[src/sv/usf_pkg.sv]
// Package for the UDP socket steering filter.
// Holds the payload structs, command and status structs, and frame constants.
// No dependencies; the other files of the block, all but usf_ram, refer to it by scoped name.
package usf_pkg;

  // Table geometry and queue count.
  localparam int TableEntries = 64;
  localparam int IdxW         = $clog2(TableEntries);
  localparam int QueueCount   = 64;

  // Frame byte position counter.
  localparam int          PosW        = 6;
  localparam logic [5:0]  PosMax      = 6'd63;
  localparam int          MinFrameLen = 42;

  // Fixed byte offsets of the captured header fields.
  localparam logic [5:0] PosEthHi   = 6'd12;
  localparam logic [5:0] PosEthLo   = 6'd13;
  localparam logic [5:0] PosProto   = 6'd23;
  localparam logic [5:0] PosDst0    = 6'd30;
  localparam logic [5:0] PosDst1    = 6'd31;
  localparam logic [5:0] PosDst2    = 6'd32;
  localparam logic [5:0] PosDst3    = 6'd33;
  localparam logic [5:0] PosPortHi  = 6'd36;
  localparam logic [5:0] PosPortLo  = 6'd37;

  // Header values tested by the classifier.
  localparam logic [15:0] EthertypeIpv4 = 16'h0800;
  localparam logic [7:0]  ProtoUdp      = 8'd17;
  localparam logic [31:0] AddrAny       = 32'h0000_0000;

  // Table entry layout in the RAM: address above port.
  localparam int EntryW = 48;

  // Input item kinds.
  typedef enum logic {
    KindFrame = 1'b0,
    KindWrite = 1'b1
  } kind_e;

  // One input item.
  typedef struct packed {
    kind_e       kind;
    logic [7:0]  data_byte;
    logic        last;
    logic [5:0]  queue_index;
    logic [5:0]  entry_index;
    logic [31:0] entry_ip;
    logic [15:0] entry_port;
    logic        entry_valid;
  } in_t;

  // One result item.
  typedef struct packed {
    logic       verdict;
    logic [5:0] out_queue;
  } out_t;

  // Commands from the controller to the datapath.
  typedef struct packed {
    logic accept;
    logic walk_init;
    logic walk_run;
    logic emit_pass;
    logic emit_walk;
  } cmd_t;

  // Status from the datapath to the controller.
  typedef struct packed {
    logic frame_last;
    logic eligible;
    logic walk_done;
  } status_t;

endpackage

[src/sv/usf_ctrl.sv]
// Controller of the UDP socket steering filter: accepts items and sequences
// the table walk. Depends on usf_pkg for the command and status structs.
module usf_ctrl (
  input  logic             clk_i,
  input  logic             rst_ni,
  input  logic             start_i,
  output logic             busy_o,
  output usf_pkg::cmd_t    cmd_o,
  input  usf_pkg::status_t status_i
);

  typedef enum logic [1:0] {
    StIdle = 2'b01,
    StWalk = 2'b10
  } state_e;

  state_e state_q, state_d;

  // Next state and commands.
  always_comb begin
    state_d         = state_q;
    cmd_o           = '0;
    case (state_q)
      StIdle: begin
        cmd_o.accept = start_i;
        if (status_i.frame_last) begin
          if (status_i.eligible) begin
            cmd_o.walk_init = 1'b1;
            state_d         = StWalk;
          end else begin
            cmd_o.emit_pass = 1'b1;
          end
        end
      end
      StWalk: begin
        cmd_o.walk_run = 1'b1;
        if (status_i.walk_done) begin
          cmd_o.emit_walk = 1'b1;
          state_d         = StIdle;
        end
      end
      default: begin
        state_d = StIdle;
      end
    endcase
  end

  // State register.
  always_ff @(posedge clk_i or negedge rst_ni) begin
    if (!rst_ni) begin
      state_q <= StIdle;
    end else begin
      state_q <= state_d;
    end
  end

  assign busy_o = (state_q != StIdle);

endmodule

[config.mk]
export PLATFORM = sky130hd
export DESIGN_NAME = usf_ctrl
export DESIGN_NICKNAME = d
export VERILOG_FILES = /design/src/sv/usf_pkg.sv /design/src/sv/usf_ctrl.sv
export SDC_FILE = /design/constraint.sdc
export NUM_CORES = 1
export LEC_CHECK = 0
export ABC_CLOCK_PERIOD_IN_PS = 2150
export BUFFER_PORTS_ARGS = -buffer_cell sky130_fd_sc_hd__buf_2
export CORE_AREA = 2 2 39 41
export CTS_BUF_LIST = sky130_fd_sc_hd__clkbuf_8 sky130_fd_sc_hd__clkbuf_16
export DETAILED_ROUTE_END_ITERATION = 6
export DIE_AREA = 0 0 41 43
export HOLD_SLACK_MARGIN = 0.05
export SETUP_SLACK_MARGIN = 0.1
export SYNTH_ARGS = -nofsm -noshare
export SYNTH_HDL_FRONTEND = slang
export SYNTH_SLANG_ARGS = --single-unit
[constraint.sdc]
create_clock -name clk_i -period 2.15 [get_ports clk_i]
set_clock_uncertainty 0.05 [all_clocks]
set_input_delay 0.1075 -clock clk_i [delete_from_list [all_inputs] [get_ports clk_i]]
set_output_delay 0.1075 -clock clk_i [all_outputs]
set_load 0.01 [all_outputs]
==> results.json <==
{
  "grt_max_degree": 6,
  "diodes": 0,
  "cap_violations": 0,
  "synth_seq_cells": 2,
  "postCtsSetupBuffers": 0,
  "drt_wl_total_um": 355,
  "finalSetupViolCount": 0,
  "rsz0062_at_grt": "false",
  "fin_nets": 35,
  "peakVddDrop_mv": 0.196,
  "start_kind": "flip-flop",
  "required_ps": 1990,
  "fmax_mhz": 758,
  "largest_register_ffs": 2,
  "p_leak_nw": 0.141,
  "syn2layout_area_growth_pct": 108,
  "p_per_area_nw_per_um2": 911,
  "die_h_um": 43,
  "path_max_fanout": 4,
  "synth_xor_area_frac": 0,
  "ios": 12,
  "h-tree-depth": 1,
  "synth_area_per_cell_sq_um": 10.0,
  "muxShareOfSynthArea": 0,
  "hold_viol": 0,
  "wire_per_inst_um": 8.07,
  "rows": 14,
  "die_x_um": 41,
  "synth_seq_area_share": 0.427,
  "yosys.area_share.simple": 0.438,
  "drc": 0,
  "multi_input_comb_area_sq_um": 65.1,
  "antenna_left": 0,
  "grt_pass1_vias": 150,
  "min_path_type": "input port to flip-flop",
  "gp_congestion": 0.482,
  "drtIter0Drc": 1,
  "clk_pin_slew_ps": 30,
  "drtPass1Iterations": 2,
  "synth_warnings": 0,
  "post-route-min-period_ps": 1320,
  "grt_pass1_wl_um": 517,
  "top_register": "state_q",
  "grt_overflow": 0,
  "coreArea_sq_um": 1380,
  "end_kind": "primary output",
  "dieArea_sq_um": 1760,
  "clockRootBuffer": "clkbuf_8",
  "finalMaxSlewViolations": 0,
  "clkSinkCount": 2,
  "regArea_sq_um": 51.3,
  "cts_buffers": 3,
  "initial_core_util": 0.0868,
  "synth.distinct_cells": 11,
  "grt_use_total": 0.0552,
  "status": "complete, no violations",
  "crit_arrival_ps": 1160,
  "avgViaCountPerCell": 3.32,
  "clk_path_buf_depth": 2,
  "antenna_found_initial": 0,
  "critical_path_class": "flip-flop to primary output",
  "fillerInstances": 162,
  "netlist_area_sq_um": 120,
  "syn_nets": 18,
  "ctsResizeCount": 0,
  "vias": 146,
  "fin_crit_sh": 0.613,
  "setup-tns-final_ps": 0,
  "synthAdderAreaFrac": 0,
  "fin_hold_ws_ps": 154,
  "power_mw": 0.228,
  "reg_top3": "state_q x2",
  "drive_above_1_share": 0.607,
  "relSlewSlack": 0.920,
  "clock_latency_ps": 210,
  "cts_tree": "built",
  "synth_top_family_by_area": "simple AND/OR/NAND/NOR gates",
  "port-buffer-count": 11,
  "tightest_slew_ps": 119,
  "synth-compound-area-share": 0.104,
  "synth_cells": 12
}
power breakdown:
part / total [mW] / leakage (nW) / switching (mW) / internal [mW]
registers: 0.0448 / 0.0237 / 0.00278 / 0.0420
clock network: 0.153 / 0.0269 / 0.0319 / 0.121
logic: 0.0303 / 0.0899 / 0.0142 / 0.0161
total: 0.228 / 0.141 / 0.0489 / 0.179
critical path, cell delays in order (launching register included):
cell      delay, ps
dfstp_2         540
nand2b_1         90
nor3b_2         180
buf_2           140
routing by layer:
metal / track usage / routed length, um / vias to the layer above
met2: 0.0625 / 146 / 11
met4: 0.100 / 9 / 0
met1: 0.0450 / 144 / 61
met3: 0.0314 / 55 / 2
met5: 0 / 0 / -
li1: - / - / 72
cells in the final DEF (no fill, tap or decap), drive strengths merged:
| master | instances |
|---|---|
| buf | 11 |
| dfrtp | 1 |
| a21oi | 1 |
| and4b | 1 |
| clkbuf | 3 |
| nand2b | 1 |
| nor3b | 1 |
| dlygate4sd3 | 1 |
| nor2b | 1 |
| dfstp | 1 |
| and2 | 1 |
| a21o | 1 |
| inv | 2 |
| nor2 | 2 |
layout make-up:
class	instances	share of cell area
tap	16	0.0800
clock buffer	3	0.165
multi-input combinational	9	0.260
clock inverter	1	0.0150
timing repair buffer	12	0.260
inverter	1	0.0150
sequential	2	0.205
cells by family after synthesis:
family	after synthesis
buffers and inverters	1
flip-flops	2
AO/OA/AOI/OAI	2
AND/OR/NAND/NOR	7
final timing paths:
path,startpoint,to,slack [ps],cells after the start
worst max-delay path,state_q[0]$_DFFE_PN1P_,cmd_o[1],830,3
worst min-delay path,status_i[0],state_q[0]$_DFFE_PN1P_,150,3
worst max register to register,state_q[0]$_DFFE_PN1P_,state_q[1]$_DFFE_PN0P_,1180,2
worst min register to register,state_q[1]$_DFFE_PN0P_,state_q[0]$_DFFE_PN1P_,420,1
max in group asynchronous,rst_ni,state_q[0]$_DFFE_PN1P_,1700,2
min in group asynchronous,rst_ni,state_q[1]$_DFFE_PN0P_,160,2
cell usage after synthesis (all sizes together):
cell type	number	area (sq um)
nor2	2	7.51
dfrtp	1	25.0
a21oi	1	5.00
nor2b	1	6.26
nand2b	1	6.26
and2	1	6.26
dfstp	1	26.3
and4b	1	13.8
inv	1	3.75
a21o	1	7.51
nor3b	1	12.5
metrics by stage:
step,utilization,setup WS [ps],std cells,cell area (sq um)
2_1_floorplan,-,1070,12,120
3_3_place_gp,0.141,1060,39,195
3_5_place_dp,0.141,1030,39,195
4_1_cts,0.181,810,44,250
5_1_grt,0.181,745,44,250
6_report,0.181,831,44,250
what timing repair did:
action / 4_1_cts / 5_1_grt
hold endpoints to repair: 2 / 0
setup endpoints to repair: 0 / 0
hold buffers: 1 / 0
(Power assumes the default switching activity.)
